File: config.mk
export PLATFORM = sky130hd
export DESIGN_NAME = utf8_glyph_decoder
export DESIGN_NICKNAME = d
export VERILOG_FILES = /design/src/sv/ugd_pkg.sv /design/src/sv/utf8_glyph_decoder.sv /design/src/sv/ugd_front.sv /design/src/sv/ugd_queue.sv /design/src/sv/ugd_back.sv
export SDC_FILE = /design/constraint.sdc
export NUM_CORES = 1
export LEC_CHECK = 0
export BUFFER_PORTS_ARGS = -buffer_cell sky130_fd_sc_hd__buf_2
export CORE_ASPECT_RATIO = 0.9
export CORE_MARGIN = 2
export CORE_UTILIZATION = 59
export DETAILED_ROUTE_END_ITERATION = 6
export GPL_TIMING_DRIVEN = 0
export PLACE_DENSITY_LB_ADDON = 0.15
export SLEW_MARGIN = 25
export SYNTH_ARGS = -nofsm -noshare
export SYNTH_HDL_FRONTEND = slang
export SYNTH_HIERARCHICAL = 1
export SYNTH_SLANG_ARGS = --single-unit
File: constraint.sdc
create_clock -name i_clk -period 4.4 [get_ports i_clk]
set_input_delay 0.66 -clock i_clk [delete_from_list [all_inputs] [get_ports i_clk]]
set_output_delay 0.66 -clock i_clk [all_outputs]
set_load 0.02 [all_outputs]
File: src/sv/ugd_pkg.sv
`timescale 1ns / 1ps
// Package for the UTF-8 glyph decoder: event type, queue depth and the glyph table.
// No dependencies; used by every module of the decoder.
package ugd_pkg;

    localparam int QUEUE_DEPTH = 2;
    localparam int CP_W = 21;
    localparam int GLYPH_W = 8;
    localparam int TABLE_N = 12;

    localparam logic [7:0] ASCII_OFFSET = 8'd32;

    localparam logic [CP_W-1:0] GLYPH_KEYS [TABLE_N] = '{
        21'h0000C9, 21'h0000D3, 21'h0000DF, 21'h0000E1, 21'h0000E4, 21'h0000E9,
        21'h0000ED, 21'h0000F1, 21'h0000F3, 21'h0000F6, 21'h0000FA, 21'h0000FC
    };

    localparam logic [GLYPH_W-1:0] GLYPH_VALS [TABLE_N] = '{
        8'd37, 8'd47, 8'd107, 8'd92, 8'd94, 8'd95,
        8'd73, 8'd108, 8'd99, 8'd102, 8'd103, 8'd106
    };

    typedef struct packed {
        logic [CP_W-1:0] code_point;
        logic            decode_error;
        logic            end_of_string;
    } t_evt;

    function automatic logic [GLYPH_W-1:0] glyph_of(input logic [CP_W-1:0] cp);
        logic [GLYPH_W-1:0] g;
        g = '0;
        if (cp < CP_W'(128)) begin
            g = cp[GLYPH_W-1:0] - ASCII_OFFSET;
        end else begin
            for (int k = 0; k < TABLE_N; k++) begin
                if (GLYPH_KEYS[k] == cp) begin
                    g = GLYPH_VALS[k];
                end
            end
        end
        return g;
    endfunction

endpackage

File: src/sv/utf8_glyph_decoder.sv
`timescale 1ns / 1ps
// UTF-8 glyph decoder: turns a UTF-8 byte stream into code points and font glyph indexes.
// Depends on ugd_pkg, ugd_front, ugd_queue and ugd_back.
//
// The input channel carries one raw byte per request on i_valid / o_stall. The
// output channel carries one result per request on o_valid / i_stall: code point,
// signed glyph index, decode error flag and end-of-string flag. A byte that starts
// or continues a multi-byte sequence gives no result; the byte that completes a
// character, a malformed byte and a NUL byte while idle each give one result.
// One byte is taken every cycle while o_stall is low. A result passes through the
// event queue entry and then the output register before it appears on the output.
// The front decode runs in the cycle the byte is taken. The glyph table compare
// runs in parallel in front of the output register. When the receiver stalls, the
// output holds and the queue fills; o_stall rises only while the queue is full.
// Reset returns the decoder to idle with no sequence pending and empties the queue
// and output register.
module utf8_glyph_decoder #(
    parameter int P_QUEUE_DEPTH = ugd_pkg::QUEUE_DEPTH
) (
    input  logic                               i_clk,
    input  logic                               i_rst_n,
    input  logic                               i_valid,
    output logic                               o_stall,
    input  logic [7:0]                         i_text_byte,
    output logic                               o_valid,
    input  logic                               i_stall,
    output logic [ugd_pkg::CP_W-1:0]           o_code_point,
    output logic signed [ugd_pkg::GLYPH_W-1:0] o_glyph,
    output logic                               o_decode_error,
    output logic                               o_end_of_string
);
    import ugd_pkg::*;

    logic full;
    logic empty;
    logic push;
    logic pop;
    t_evt front_evt;
    t_evt queue_evt;

    assign o_stall = full;

    ugd_front u_front (
        .i_clk       (i_clk),
        .i_rst_n     (i_rst_n),
        .i_valid     (i_valid),
        .i_full      (full),
        .i_text_byte (i_text_byte),
        .o_push      (push),
        .o_evt       (front_evt)
    );

    ugd_queue #(
        .P_DEPTH (P_QUEUE_DEPTH)
    ) u_queue (
        .i_clk   (i_clk),
        .i_rst_n (i_rst_n),
        .i_push  (push),
        .i_evt   (front_evt),
        .i_pop   (pop),
        .o_full  (full),
        .o_empty (empty),
        .o_evt   (queue_evt)
    );

    ugd_back u_back (
        .i_clk           (i_clk),
        .i_rst_n         (i_rst_n),
        .i_empty         (empty),
        .i_evt           (queue_evt),
        .o_pop           (pop),
        .i_stall         (i_stall),
        .o_valid         (o_valid),
        .o_code_point    (o_code_point),
        .o_glyph         (o_glyph),
        .o_decode_error  (o_decode_error),
        .o_end_of_string (o_end_of_string)
    );

endmodule

File: src/sv/ugd_front.sv
`timescale 1ns / 1ps
// Front part of the UTF-8 glyph decoder: takes bytes, tracks pending continuation
// bytes, assembles code points and pushes finished events. Depends on ugd_pkg.
module ugd_front (
    input  logic               i_clk,
    input  logic               i_rst_n,
    input  logic               i_valid,
    input  logic               i_full,
    input  logic [7:0]         i_text_byte,
    output logic               o_push,
    output ugd_pkg::t_evt      o_evt
);
    import ugd_pkg::*;

    logic [1:0]      r_pending;
    logic [CP_W-1:0] r_partial;
    logic [1:0]      n_pending;
    logic [CP_W-1:0] n_partial;
    logic [1:0]      dec_pending;
    logic [CP_W-1:0] cont_bits;
    logic            emit;
    t_evt            evt;
    logic            take;

    assign take = i_valid && !i_full;
    assign dec_pending = r_pending - 2'd1;

    always_comb begin
        case (dec_pending)
            2'd2:    cont_bits = CP_W'({i_text_byte[5:0], 12'd0});
            2'd1:    cont_bits = CP_W'({i_text_byte[5:0], 6'd0});
            default: cont_bits = CP_W'(i_text_byte[5:0]);
        endcase
    end

    always_comb begin
        n_pending = r_pending;
        n_partial = r_partial;
        emit = 1'b0;
        evt = '0;
        if (r_pending == 2'd0) begin
            if (i_text_byte == 8'h00) begin
                emit = 1'b1;
                evt.end_of_string = 1'b1;
            end else if (!i_text_byte[7]) begin
                emit = 1'b1;
                evt.code_point = CP_W'(i_text_byte);
            end else if (i_text_byte[7:5] == 3'b110) begin
                n_partial = CP_W'({i_text_byte[4:0], 6'd0});
                n_pending = 2'd1;
            end else if (i_text_byte[7:4] == 4'b1110) begin
                n_partial = CP_W'({i_text_byte[3:0], 12'd0});
                n_pending = 2'd2;
            end else if (i_text_byte[7:3] == 5'b11110) begin
                n_partial = CP_W'({i_text_byte[2:0], 18'd0});
                n_pending = 2'd3;
            end else begin
                emit = 1'b1;
                evt.decode_error = 1'b1;
            end
        end else if (i_text_byte[7:6] != 2'b10) begin
            emit = 1'b1;
            evt.decode_error = 1'b1;
            n_pending = 2'd0;
            n_partial = '0;
        end else begin
            n_pending = dec_pending;
            if (dec_pending == 2'd0) begin
                emit = 1'b1;
                evt.code_point = r_partial | cont_bits;
                n_partial = '0;
            end else begin
                n_partial = r_partial | cont_bits;
            end
        end
    end

    always_ff @(posedge i_clk) begin
        if (!i_rst_n) begin
            r_pending <= 2'd0;
            r_partial <= '0;
        end else if (take) begin
            r_pending <= n_pending;
            r_partial <= n_partial;
        end
    end

    assign o_push = take && emit;
    assign o_evt  = evt;

    a_pending_clears: assert property (@(posedge i_clk) disable iff (!i_rst_n)
        (o_push && o_evt.decode_error) |=> (r_pending == 2'd0))
        else $error("Pending count not cleared after a decode error.");

    a_idle_partial: assert property (@(posedge i_clk) disable iff (!i_rst_n)
        (r_pending == 2'd0) |-> (r_partial == '0) || $past(take))
        else $error("Partial code point left over while idle.");

endmodule

File: src/sv/ugd_queue.sv
`timescale 1ns / 1ps
// Short event queue between the front and back parts of the UTF-8 glyph decoder.
// Depends on ugd_pkg for the event type.
module ugd_queue #(
    parameter int P_DEPTH = ugd_pkg::QUEUE_DEPTH
) (
    input  logic          i_clk,
    input  logic          i_rst_n,
    input  logic          i_push,
    input  ugd_pkg::t_evt i_evt,
    input  logic          i_pop,
    output logic          o_full,
    output logic          o_empty,
    output ugd_pkg::t_evt o_evt
);
    import ugd_pkg::*;

    localparam int PTR_W = (P_DEPTH > 1) ? $clog2(P_DEPTH) : 1;
    localparam int CNT_W = $clog2(P_DEPTH + 1);
    localparam logic [PTR_W-1:0] LAST = PTR_W'(P_DEPTH - 1);
    localparam logic [CNT_W-1:0] FULL_CNT = CNT_W'(P_DEPTH);

    t_evt             r_mem [P_DEPTH];
    logic [PTR_W-1:0] r_wr_ptr;
    logic [PTR_W-1:0] r_rd_ptr;
    logic [CNT_W-1:0] r_count;
    logic             do_pop;

    assign o_full  = (r_count == FULL_CNT);
    assign o_empty = (r_count == '0);
    assign do_pop  = i_pop && !o_empty;
    assign o_evt   = r_mem[r_rd_ptr];

    always_ff @(posedge i_clk) begin
        if (i_push) begin
            r_mem[r_wr_ptr] <= i_evt;
        end
    end

    always_ff @(posedge i_clk) begin
        if (!i_rst_n) begin
            r_wr_ptr <= '0;
            r_rd_ptr <= '0;
            r_count  <= '0;
        end else begin
            if (i_push) begin
                r_wr_ptr <= (r_wr_ptr == LAST) ? '0 : r_wr_ptr + PTR_W'(1);
            end
            if (do_pop) begin
                r_rd_ptr <= (r_rd_ptr == LAST) ? '0 : r_rd_ptr + PTR_W'(1);
            end
            if (i_push && !do_pop) begin
                r_count <= r_count + CNT_W'(1);
            end else if (!i_push && do_pop) begin
                r_count <= r_count - CNT_W'(1);
            end
        end
    end

    a_no_overflow: assert property (@(posedge i_clk) disable iff (!i_rst_n)
        i_push |-> !o_full)
        else $error("Event pushed into a full queue.");

    a_count_range: assert property (@(posedge i_clk) disable iff (!i_rst_n)
        r_count <= FULL_CNT)
        else $error("Queue count beyond depth.");

endmodule

File: src/sv/ugd_back.sv
`timescale 1ns / 1ps
// Back part of the UTF-8 glyph decoder: looks up the font glyph of each event and
// holds the result in the output register. Depends on ugd_pkg.
module ugd_back (
    input  logic                       i_clk,
    input  logic                       i_rst_n,
    input  logic                       i_empty,
    input  ugd_pkg::t_evt              i_evt,
    output logic                       o_pop,
    input  logic                       i_stall,
    output logic                       o_valid,
    output logic [ugd_pkg::CP_W-1:0]   o_code_point,
    output logic signed [ugd_pkg::GLYPH_W-1:0] o_glyph,
    output logic                       o_decode_error,
    output logic                       o_end_of_string
);
    import ugd_pkg::*;

    logic               r_valid;
    logic [CP_W-1:0]    r_code_point;
    logic [GLYPH_W-1:0] r_glyph;
    logic               r_err;
    logic               r_eos;
    logic               load;
    logic [GLYPH_W-1:0] n_glyph;

    assign load  = !r_valid || !i_stall;
    assign o_pop = load && !i_empty;

    always_comb begin
        if (i_evt.decode_error || i_evt.end_of_string) begin
            n_glyph = '0;
        end else begin
            n_glyph = glyph_of(i_evt.code_point);
        end
    end

    always_ff @(posedge i_clk) begin
        if (!i_rst_n) begin
            r_valid <= 1'b0;
        end else if (load) begin
            r_valid <= !i_empty;
        end
    end

    always_ff @(posedge i_clk) begin
        if (o_pop) begin
            r_code_point <= i_evt.code_point;
            r_glyph      <= n_glyph;
            r_err        <= i_evt.decode_error;
            r_eos        <= i_evt.end_of_string;
        end
    end

    assign o_valid         = r_valid;
    assign o_code_point    = r_code_point;
    assign o_glyph         = r_glyph;
    assign o_decode_error  = r_err;
    assign o_end_of_string = r_eos;

    a_flags_exclusive: assert property (@(posedge i_clk) disable iff (!i_rst_n)
        r_valid |-> !(r_err && r_eos))
        else $error("Error and end-of-string flagged together.");

    a_flag_zero_payload: assert property (@(posedge i_clk) disable iff (!i_rst_n)
        (r_valid && (r_err || r_eos)) |-> (r_code_point == '0) && (r_glyph == '0))
        else $error("Error or end-of-string request carries a nonzero payload.");

endmodule

==> flow_summary.toml <==
[outcome]
status = "complete, no violations"

[synth]
syn_inst = 367
synth_edf_count = 77
synth_area_um2 = 4610
synth_top_area_cell = "edfxtp_1"
avgSynthCellArea_um2 = 12.6
ys_warn_count = 6
synth.top_cell.area_share_pct = 50.1
synth_nets = 385
synth_area_leaders = "edfxtp_1 50%, dfxtp_1 13%, mux2_2 5.6%"
synth-main-ff-cell = "edfxtp_1"
ys_seq_area_share_pct = 62.7
synthArstFlopShare_pct = 0
yosysUniqueCellTypes = 60
ys_ff_latch = 106

[clock_tree]
cts_tree = "done"
clk_path_buf_depth = 2
cts_hold_buf = 0
clock_latency_ns = 0.36
post_cts_buffers = 0
cts_sinks = 106
numCtsBuffers = 9
ctsResizeCount = 0
htreeDepth = 3
root_buffer = "clkbuf_8"
clkTransAtPathRegs_ns = 0.10

[timing]
fmax_mhz = 347
fin_ws_ns = 1.52
finalSetupTns_ns = 0
slew_headroom_pct = 57.5
hold_viol = 0
fin_skew_ns = 0.0162
setup_viol = 0
period_needed_ns = 2.88
rsz0062_at_grt = "false"
min_period_over_period_pct = 65.4
worst_slew_pin_slew_ns = 0.637
slew_viol_final = 0

[global_routing]
antenna_found_initial = 0
overflow = 0
grt_pass1_wl_um = 14600
first_global_vias = 2908
grt_util_all_layers_pct = 22.1
grt_max_degree = 24

[final_layout]
syn2layout_area_growth_pct = 12.3
seqCellArea_um2 = 2890
multiInputGateArea_um2 = 1600
antennaDiodeCount = 0
layout-drive-gt1-share_pct = 25.0
final_common_cell = "edfxtp_1"
final_cell_mix = "77 x edfxtp_1, 49 x buf_2, 35 x nor2_1"
nFillCells = 563
fin_cells = 520
finalNetCount = 437

[worst_setup_path]
crit_path_end_kind = "flip-flop"
crit_required_ns = 4.51
startpoint_type = "flip-flop"
slowest_stage = "dfxtp_1"
crit_fanout = 10
worstSetupPathType = "reg -> reg"
ff2ff_setup_slack_ns = 1.52
critPathMaxStageDelay_ns = 0.52
crit_chain = "buf_2 > mux2_2 > nor3_1 > nand4_1 > clkbuf_1 > o32ai_1 > a31oi_1"
crit_arrival_ns = 2.99

[power_and_ir_drop]
p_leak_nw = 1.88
power_density_nw_per_um2 = 551
ir_drop_mv = 0.308

[die]
start_util_pct = 61.1
ios = 45
rows = 30
die_area_um2 = 8540
die_y_um = 87.9
die_w_um = 97.2
core-area_um2 = 7540

[route]
first_pass_iters = 4
drc_errors = 0
drt_wl_total_um = 8940
ant_nets = 0
wl_per_cell_um = 17.2
dr.first_iter.drc_count = 188
vias = 3082
routed_via_density = 5.93

[placement]
gp_congestion = 0.941
portBuffers = 39
preCtsSetupSlack_ns = 1.49
dpl.cell_count = 504
dp_hpwl_um = 6280

[run]
cap_violations = 0

[min_path]
hp-class = "reg -> reg"
per-layer routing:
metal / share of wire [%] / vias up / GRT usage [%]
met5: 0 / - / 0
met4: 1.4 / 0 / 5.63
met3: 5.6 / 11 / 5.91
met2: 48 / 78 / 36.7
met1: 45 / 1508 / 29.7
li1: - / 1485 / -
registers in the layout (all words and copies together), names as in the netlist, named ones only:
register                cells
u_back/o_valid              1
u_queue/r_mem              46
u_back/o_end_of_string      1
u_queue/r_count             2
u_queue/r_wr_ptr            1
u_back/o_glyph              8
u_queue/r_rd_ptr            1
u_front/r_partial          21
u_back/o_decode_error       1
u_front/r_pending           2
u_back/o_code_point        21
cell usage after synthesis, drive strengths merged, types with 4 or more instances:
| master | instances |
|---|---|
| nand2 | 22 |
| inv | 8 |
| nor2 | 35 |
| dfxtp | 29 |
| a31oi | 13 |
| a22o | 15 |
| nand3b | 4 |
| ha | 6 |
| mux2 | 23 |
| and2 | 7 |
| o21ai | 5 |
| mux2i | 4 |
| edfxtp | 77 |
| a21oi | 23 |
| buf | 15 |
| nor4 | 7 |
| a21boi | 4 |
| clkbuf | 10 |
| nor2b | 5 |
kinds of logic (layout without fill, tap and decap cells):
logic type | after synthesis | count (layout) | synth area share (%)
AO/OA/AOI/OAI | 83 | 83 | 12.6
multiplexers | 27 | 27 | 6.48
AND/OR/NAND/NOR | 108 | 108 | 12.7
buffers and inverters | 33 | 90 | 3.12
flip-flops | 106 | 106 | 62.7
adder cells (fa/ha/maj) | 6 | 6 | 1.63
XOR/XNOR | 4 | 4 | 0.760
path summary, 6_finish.rpt:
path,depth (start not counted),endpoint,start
worst max register to register,7,u_back/o_glyph[1],flip-flop
worst min register to register,2,u_front/r_partial[18],u_front/r_partial[18]
worst max-delay path,7,u_back/o_glyph[1],flip-flop
worst min-delay path,2,u_front/r_partial[18],u_front/r_partial[18]
cell type report:
class | instances | share of cell area, %
Inverter | 8 | 0.580
Clock buffer | 9 | 2.39
Buffer | 25 | 2.20
Sequential cell | 106 | 55.8
Timing Repair Buffer | 41 | 4.83
Clock inverter | 7 | 1.04
Multi-Input combinational cell | 228 | 30.8
Tap cell | 96 | 2.32
power by group:
group | switching (mW) | total [mW] | internal, mW | leakage (nW)
combinational | 0.587 | 0.930 | 0.343 | 0.823
sequential | 0.0609 | 1.39 | 1.33 | 0.974
clock | 0.327 | 0.536 | 0.208 | 0.0818
critical path, delay by kind of cell, from the launching register on:
family | cells | cell delay, ns
mux | 1 | 0.39
compound gates | 2 | 0.46
simple gates | 2 | 0.62
flops | 1 | 0.52
buf+inv | 2 | 0.63
through the flow:
| step | instance area, um2 | hold WS, ns | power (mW) | util, % |
|---|---|---|---|---|
| 2_1_floorplan | 4610 | 0.433 | 2.04 | - |
| 3_3_place_gp | 4930 | 0.447 | 2.27 | 65.3 |
| 3_5_place_dp | 5000 | 0.458 | 2.34 | 66.3 |
| 4_1_cts | 5180 | 0.471 | 2.87 | 68.7 |
| 5_1_grt | 5180 | 0.496 | 3.01 | 68.7 |
| 6_report | 5180 | 0.468 | 2.85 | 68.7 |
Note: power is estimated with default switching activity, not from simulation.
